$ cat config.mk
export PLATFORM = sky130hd
export DESIGN_NAME = rptg_cfg_regs
export DESIGN_NICKNAME = d
export VERILOG_FILES = /design/src/rtl/ray_pair_triangulation_gate_core_assert.svh /design/src/rtl/rptg_pkg.sv /design/src/rtl/rptg_cfg_regs.sv
export SDC_FILE = /design/constraint.sdc
export NUM_CORES = 1
export LEC_CHECK = 0
export BUFFER_PORTS_ARGS = -buffer_cell sky130_fd_sc_hd__buf_4
export CORE_AREA = 2 2 127 129
export DETAILED_ROUTE_END_ITERATION = 8
export DIE_AREA = 0 0 129 131
export GPL_ROUTABILITY_DRIVEN = 1
export GPL_TIMING_DRIVEN = 0
export MAX_ROUTING_LAYER = met4
export PLACE_DENSITY_LB_ADDON = 0.12
export SLEW_MARGIN = 25
export SYNTH_ARGS = -nofsm -noshare
export SYNTH_HDL_FRONTEND = slang
export SYNTH_SLANG_ARGS = --single-unit
$ cat constraint.sdc
create_clock -name clk_i -period 1.11 [get_ports clk_i]
set_input_delay 0.0555 -clock clk_i [delete_from_list [all_inputs] [get_ports clk_i]]
set_output_delay 0.0555 -clock clk_i [all_outputs]
set_load 0.02 [all_outputs]
$ cat src/rtl/ray_pair_triangulation_gate_core_assert.svh
// Assertion macros used by the RTL of the triangulation gate.
`ifndef RAY_PAIR_TRIANGULATION_GATE_CORE_ASSERT_SVH
`define RAY_PAIR_TRIANGULATION_GATE_CORE_ASSERT_SVH
`ifndef SYNTHESIS
`define RPTG_ASSERT_SAME(lbl, clk, rstn, ante, cons) \
  lbl: assert property (@(posedge clk) disable iff (!rstn) (ante) |-> (cons)) \
    else $error("rptg assertion failed");
`define RPTG_ASSERT_NEXT(lbl, clk, rstn, ante, cons) \
  lbl: assert property (@(posedge clk) disable iff (!rstn) (ante) |=> (cons)) \
    else $error("rptg assertion failed");
`else
`define RPTG_ASSERT_SAME(lbl, clk, rstn, ante, cons)
`define RPTG_ASSERT_NEXT(lbl, clk, rstn, ante, cons)
`endif
`endif

$ cat src/rtl/rptg_pkg.sv
`default_nettype none
package rptg_pkg;

  localparam logic [1:0] ST_ACCEPT = 2'd0;
  localparam logic [1:0] ST_DEGEN  = 2'd1;
  localparam logic [1:0] ST_BEHIND = 2'd2;
  localparam logic [1:0] ST_FAR    = 2'd3;

  localparam logic [2:0] REG_O1X = 3'd0;
  localparam logic [2:0] REG_O1Y = 3'd1;
  localparam logic [2:0] REG_O1Z = 3'd2;
  localparam logic [2:0] REG_O2X = 3'd3;
  localparam logic [2:0] REG_O2Y = 3'd4;
  localparam logic [2:0] REG_O2Z = 3'd5;
  localparam logic [2:0] REG_EPS = 3'd6;

  localparam int EpsWidth = 43;

  typedef struct packed {
    logic signed [15:0] dir1_x;
    logic signed [15:0] dir1_y;
    logic signed [15:0] dir1_z;
    logic signed [15:0] dir2_x;
    logic signed [15:0] dir2_y;
    logic signed [15:0] dir2_z;
  } in_word_t;

  typedef struct packed {
    logic        [1:0]  status;
    logic signed [43:0] determinant;
    logic signed [43:0] scaled_param1;
    logic signed [43:0] scaled_param2;
  } out_word_t;

  typedef struct packed {
    logic [15:0]         o1x;
    logic [15:0]         o1y;
    logic [15:0]         o1z;
    logic [15:0]         o2x;
    logic [15:0]         o2y;
    logic [15:0]         o2z;
    logic [EpsWidth-1:0] eps;
  } cfg_t;

endpackage
`default_nettype wire

$ cat src/rtl/rptg_cfg_regs.sv
`default_nettype none
module rptg_cfg_regs
  import rptg_pkg::*;
(
  input  wire logic        clk_i,
  input  wire logic        rst_ni,
  input  wire logic        psel,
  input  wire logic        penable,
  input  wire logic        pwrite,
  input  wire logic [5:0]  paddr,
  input  wire logic [63:0] pwdata,
  output logic      [63:0] prdata,
  output logic             pready,
  output cfg_t             cfg_o
);

  cfg_t cfg_q;
  logic [2:0] idx;
  logic wr;

  assign idx    = paddr[5:3];
  assign wr     = psel && penable && pwrite;
  assign pready = 1'b1;
  assign cfg_o  = cfg_q;

  always_ff @(posedge clk_i or negedge rst_ni) begin
    if (!rst_ni) begin
      cfg_q <= '{16'd0, 16'd0, 16'd0, 16'd0, 16'd0, 16'd0, EpsWidth'(1)};
    end else if (wr) begin
      case (idx)
        REG_O1X: cfg_q.o1x <= pwdata[15:0];
        REG_O1Y: cfg_q.o1y <= pwdata[15:0];
        REG_O1Z: cfg_q.o1z <= pwdata[15:0];
        REG_O2X: cfg_q.o2x <= pwdata[15:0];
        REG_O2Y: cfg_q.o2y <= pwdata[15:0];
        REG_O2Z: cfg_q.o2z <= pwdata[15:0];
        REG_EPS: cfg_q.eps <= pwdata[EpsWidth-1:0];
        default: ;
      endcase
    end
  end

  always_comb begin
    case (idx)
      REG_O1X: prdata = {48'd0, cfg_q.o1x};
      REG_O1Y: prdata = {48'd0, cfg_q.o1y};
      REG_O1Z: prdata = {48'd0, cfg_q.o1z};
      REG_O2X: prdata = {48'd0, cfg_q.o2x};
      REG_O2Y: prdata = {48'd0, cfg_q.o2y};
      REG_O2Z: prdata = {48'd0, cfg_q.o2z};
      REG_EPS: prdata = {{(64-EpsWidth){1'b0}}, cfg_q.eps};
      default: prdata = 64'd0;
    endcase
  end

endmodule
`default_nettype wire

# After elaboration in Yosys (flattened, before gate mapping)
# Cells that the tools add are included.
# word_totals
ff_bits	139
input_bits	75
output_inout_bits	204
word_cells	24
# classes
eq_ne	6
mux	1
n_reduce_logical	10
# op_table
cell	n
43-bit case mux with 7 select lines	1
2-bit AND reduction	7
3-bit equality test, second input constant	3
3-bit by 2-bit equality test with 1-bit output, second input constant	2
3-bit by 1-bit equality test with 1-bit output, second input constant	1
3-bit zero test	1
1-bit logical AND	2

# Depth between registers and ports, before layout
# Gate-level depths: netlist of run 1.
# logic_depth
word_depth	3
ltp_mapped	6
mapped_depth_nobuf	3

# Worst setup path after synthesis of run 1
# No wires, ideal clock.
# synth_path
path_kind	input to output
startpoint	in paddr[4]
endpoint	out prdata[2]
arrival_time_ps	1435
required_time_ps	1054
setup_slack_ps	-380
path_stages	6
path_buffers	3
path_cell_list	clkbuf_1 > buf_2 > clkbuf_1 > nand3b_1 > o21a_1 > o21ai_0
# synth_between
elab_chain_cells	2
elab_cells_between_ends	8
cone_classes	eq/ne (6); mux (1); reduce/logical (1)
# synth_lines
item	line_no	rtl
start, declared	rptg_cfg_regs.sv:10	input wire logic [5:0] paddr,
3-bit equality test (tied with other cells)	rptg_cfg_regs.sv:44	case (idx)
43-bit case mux with 7 select lines *	rptg_cfg_regs.sv:44	
end, declared	rptg_cfg_regs.sv:12	output logic [63:0] prdata,
# Every way passes the cells marked *; elsewhere a longest branch is shown, timed or not.

# Worst setup path after layout of run 1
# layout_path
startpoint	reg cfg_q (netlist bit cfg_o[60])
endpoint	out prdata[1]
# layout_between
elab_chain_cells	1
# layout_lines
item	line_no	rtl
start, declared	rptg_cfg_regs.sv:17	cfg_t cfg_q;
start signal, assigned	rptg_cfg_regs.sv:28	cfg_q <= '{16'd0, 16'd0, 16'd0, 16'd0, 16'd0, 16'd0, EpsWidth'(1)};
43-bit case mux with 7 select lines	rptg_cfg_regs.sv:44	
# Every way passes these cells.

==> results.toml, run 1 <==
[status]
outcome = "finished, violations left"
violations = "negative setup slack"

[timing]
finalSetupViolCount = 81
worst_pin_slew_ps = 536
fin_skew_ps = 0
rsz0062_at_grt = "yes"
hold_violations = 0
timing.final.ws_setup_ps = -415
fin_crit_sh = 1.37
fmaxAchievable_ghz = 0.656
finalCriticalPeriod_ps = 1520
slew_headroom = 0.643
final-max-slew-violation-count = 0

[clocking]
cts_tree = "yes"
numCtsBuffers = 17
h-tree-depth = 4
cts.reportedPaths.clkPinSlew_ps = 60
root_buffer = "clkbuf_16"
cts_buffer_depth = 2
insertion_delay_ps = 420
cts.sinks = 139

[global_routing]
overflow = 0
grt_pass1_wl_mm = 33.9
grt_usage = 0.279
grt_max_degree = 74
grt_pass1_vias = 6006
antenna_found_initial = 0

[worst_setup_path]
cp_data_required_time_ps = 1050
endpoint_kind = "primary output"
cp_cell_sequence = "mux2_4 > a21oi_2 > o221ai_2 > buf_6"
critPathLaunchType = "flip-flop"
cpPeakStageDelay_ps = 380
crit_type = "flip-flop to primary output"
slowest_stage = "dfrtp_1"
path_max_fanout = 2
crit_arrival_ps = 1470

[floorplan]
pin_count = 279
die_area_um2 = 16900
die_h_um = 131
coreArea_um2 = 15600
placementRows = 46
initial_core_util = 0.429
die_w_um = 129

[layout]
largest_reg_flops = 139
drive_gt1_frac = 0.670
final_nets = 954
synthToLayoutAreaGrowth_pct = 69.0
fillCellCount = 1069
diodes = 0
final_util = 0.724

[synthesis]
synthDistinctLibCells = 29
synth_common_cells = "138 x dfrtp_1, 138 x mux2_2, 31 x mux2i_1"
yosysWarnings = 0
netlist_instances = 498
netlist.area_leader.share = 0.517
syn_avg_cell_area_um2 = 13.4
yosys_register_bits = 139
ys_dominant_reg_cell = "dfrtp_1"
synth_area_leaders = "dfrtp_1 52%, mux2_2 23%, mux2i_1 4.6%, and2_1 2.5%, buf_4 2.5%"
seq_area_frac_synth = 0.521
async_flop_share = 1.00
synth-edff-count = 0
synth_top_area_cell = "dfrtp_1"
syn-cell-area_um2 = 6680

[hold_path]
hp-class = "input pin to async pin"

[detailed_routing]
drt-initial-drc-count = 256
antenna_left = 0
vias = 5626
drtPass1Iterations = 4
routed_wl_mm = 22.6
drc = 0
wl_per_cell_um = 20.4
viasPerCell = 5.08

[pwr]
pwr_density_cell_nw_per_um2 = 1790
cellLeakagePower_nw = 5.56
peakVddDrop_mv = 1.11
power_mw = 20.2

[placed_design]
portBuffers = 230
detailed_place_hpwl_mm = 14.6
gp_congestion = 0.814

[flow_run]
cap_viol_max_count = 0
cell usage in the layout (no fill, tap or decap), types with 7 or more instances in the layout:
cell	netlist	routed
mux2_4	10	33
o221ai_2	0	8
o21a_1	15	15
o211a_1	8	8
buf_6	1	133
dlygate4sd3_1	0	44
nand4b_1	16	16
nand2_2	0	7
and2_4	0	27
buf_4	22	196
dfrtp_1	138	138
mux2_2	138	115
nand3b_1	9	9
o21ai_2	0	8
mux2i_1	31	31
clkbuf_2	0	7
clkbuf_16	0	17
conb_1	2	22
through the flow:
stage	TNS [ps]	area, um2	std cells	worst slack (ps)	hold WS [ps]
floorplan	-20620	7010	518	-252	-240
global placement	-158850	9000	964	-721	289
detailed placement	-79080	9040	965	-708	45.6
CTS	-8040	11000	1085	-426	192
global route	-10350	11300	1108	-490	207
finish	-7460	11300	1108	-415	170
cells by family after synthesis:
family	synth area share
muxes	0.301
DFF	0.521
and+or+nand+nor	0.0822
buffers and inverters	0.0487
AOI/OAI and AO/OA	0.0461
other	0.00112
layer usage:
metal  global-route usage  part of all wire  wire, um
met3               0.0566             0.051      1140
met5                    -                 0         0
met4               0.0972             0.018       400
met1                0.339              0.42      9580
met2                0.467              0.51     11500
area by class of cell:
cell class              instances  area [um2]  area share
repair buffers                343        3190       0.283
clock inverters                10         139      0.0123
multi-input cells             322        3280       0.290
flip-flops and latches        139        3480       0.308
clock buffers                  22         484      0.0429
plain buffers                  56         452      0.0400
well taps                     216         270      0.0239
timing repair:
item | CTS | global route
gates resized for setup | 161 | 51
setup endpoints to repair | 114 | 152
hold buffers | 44 | 0
buffers inserted | 45 | 37
gates cloned | 0 | 0
pin swaps | 11 | 9
endpoints found under the hold margin | 205 | 0
worst max-delay path: cells and delay by family (launching register included):
family / cells / cell delay, ps
multiplexers: 1 / 280
flip-flops: 1 / 380
AO/OA/AOI/OAI: 2 / 240
buffers and inverters: 1 / 140
final timing paths:
check                      startpoint         end  slack [ps]  depth (start not counted)
max                         cfg_o[60]   prdata[1]        -410                          4
min                            rst_ni  cfg_o[127]         170                          2
max reg2reg                 cfg_o[85]   cfg_o[85]          70                          3
min reg2reg                 cfg_o[91]   cfg_o[91]         530                          1
max in group asynchronous      rst_ni    cfg_o[0]         170                          3
min in group clk_i            penable    cfg_o[1]         200                          4
power by group:
part           total (mW)  internal, mW  switching (mW)
sequential           6.90          6.07           0.832
clock                6.00          3.77            2.22
combinational        7.34          3.96            3.38
(Power assumes the default switching activity.)
==> run 2, diff against run 1 <==
Settings changed: CORE_AREA 2 2 127 129 to 2 2 125 127, DIE_AREA 0 0 129 131 to 0 0 127 129.
Clock period 1.11 ns to 1.6 ns, I/O delays scaled along.
==> results.toml, run 2 (synthesized netlist as in run 1, its figures left out) <==
[placed_design]
portBuffers = 230
dp_slack_ps = -402
dpl.cell_count = 937
gp_congestion = 0.826
detailed_place_hpwl_mm = 14.5

[timing]
final-max-slew-violation-count = 0
finalCriticalPeriod_ps = 1570
finalSetupTns_ps = 0
hold_violations = 0
timing.final.ws_setup_ps = 26.9
rsz0062_at_grt = "yes"
fin_skew_ps = 0
slew_headroom = 0.571
finalSetupViolCount = 0
fin_crit_sh = 0.983
worst_pin_slew_ps = 643
fmaxAchievable_ghz = 0.636

[clocking]
cts.reportedPaths.clkPinSlew_ps = 60
insertion_delay_ps = 420
h-tree-depth = 4
cts_buffer_depth = 2
root_buffer = "clkbuf_16"
cts_tree = "yes"
numCtsBuffers = 17
cts.sinks = 139

[worst_setup_path]
cp_data_required_time_ps = 1520
endpoint_kind = "primary output"
crit_type = "flip-flop to primary output"
crit_arrival_ps = 1490
crit_start = "cfg_o[60]"
r2r_start = "cfg_o[60]"
path_max_fanout = 2
critPathLaunchType = "flip-flop"

[layout]
synthToLayoutAreaGrowth_pct = 49.0
diodes = 0
fillCellCount = 1151
finalNonFillerCells = 1023
final_common_cell = "buf_4"
largest_reg_flops = 139
final_nets = 897
final_cell_mix = "262 x buf_4, 138 x dfrtp_1, 137 x mux2_2"
final_util = 0.665
final-seq-area_um2 = 3480
multi_input_area_um2 = 3010
drive_gt1_frac = 0.587

[status]
outcome = "finished, final reports clean"

[detailed_routing]
drt-initial-drc-count = 253
antenna_left = 0
drtPass1Iterations = 4
viasPerCell = 5.23
wl_per_cell_um = 20.3
vias = 5347
drc = 0
routed_wl_mm = 20.7

[pwr]
cellLeakagePower_nw = 4.98
seqPwrFrac = 0.376
p_clk_frac = 0.303
swShare = 0.326
pwr_density_cell_nw_per_um2 = 1280
switching_power_mw = 4.15
p_comb_frac = 0.321
peakVddDrop_mv = 0.708
internal_power_mw = 8.59

[flow_run]
cap_viol_max_count = 0

[floorplan]
die_w_um = 127
die_area_um2 = 16400
initial_core_util = 0.446
coreArea_um2 = 15000
placementRows = 45
pin_count = 279
die_h_um = 129

[global_routing]
grt_max_degree = 83
grt_pass1_vias = 5672
grt_usage = 0.266
antenna_found_initial = 0
overflow = 0
grt_pass1_wl_mm = 31.9

[hold_path]
hp-class = "input pin to async pin"
-- run 2: path summary, 6_finish.rpt --
kind | endpoint | slack [ps] | cells past startpoint
worst max-delay path | prdata[1] | 30 | 4
worst min-delay path | cfg_o[128] | 250 | 2
worst max register to register | cfg_o[60] | 590 | 3
worst min register to register | cfg_o[124] | 530 | 1
max in group asynchronous | cfg_o[57] | 630 | 3
min in group clk_i | cfg_o[93] | 260 | 4
-- run 2: critical path, stage by stage (launching register included) --
cell      delay, ps
dfrtp_1         390
mux2_4          280
a21oi_2         130
o221ai_2        110
buf_4           170
-- run 2: metal layers --
metal | vias up | routed length (um) | part of all wire | GRT usage
met5 | - | 0 | 0 | -
met3 | 23 | 1450 | 0.070 | 0.0649
met2 | 210 | 10500 | 0.51 | 0.436
li1 | 2400 | - | - | -
met1 | 2714 | 8460 | 0.41 | 0.327
met4 | 0 | 327 | 0.016 | 0.0853
-- run 2: power groups by stage --
stage | Clock [mW] | Combinational, mW | Sequential, mW
finish | 3.86 | 4.09 | 4.79
global route | 4.07 | 4.33 | 4.89
CTS | 3.90 | 4.03 | 4.79
detailed placement | 0 | 3.89 | 4.84
global placement | 0 | 3.83 | 4.79
floorplan | 0 | 1.26 | 5.56
-- run 2: timing repair --
item                                    4_1_cts  5_1_grt
cloned                                        0        0
pin swaps                                     2        0
hold buffers                                 44        0
endpoints found under the hold margin       219        0
buffers inserted                              3        7
resized for setup                            19       31
endpoints found under the setup margin       36       56
-- run 2: layout make-up --
type	instances	area share
sequential	139	0.349
tap	188	0.0236
clock inverter	12	0.0123
timing repair buffer	285	0.229
multi-input combinational	322	0.303
clock buffer	20	0.0459
buffer	57	0.0373
-- run 2: per-stage QoR --
step	instance area [um2]	power, mW	hold slack, ps
after CTS	9840	12.7	250
after global placement	8720	8.63	313
after floorplan	6760	6.83	-216
final	9960	12.7	252
after detailed placement	8760	8.74	118
after global routing	9960	13.3	266
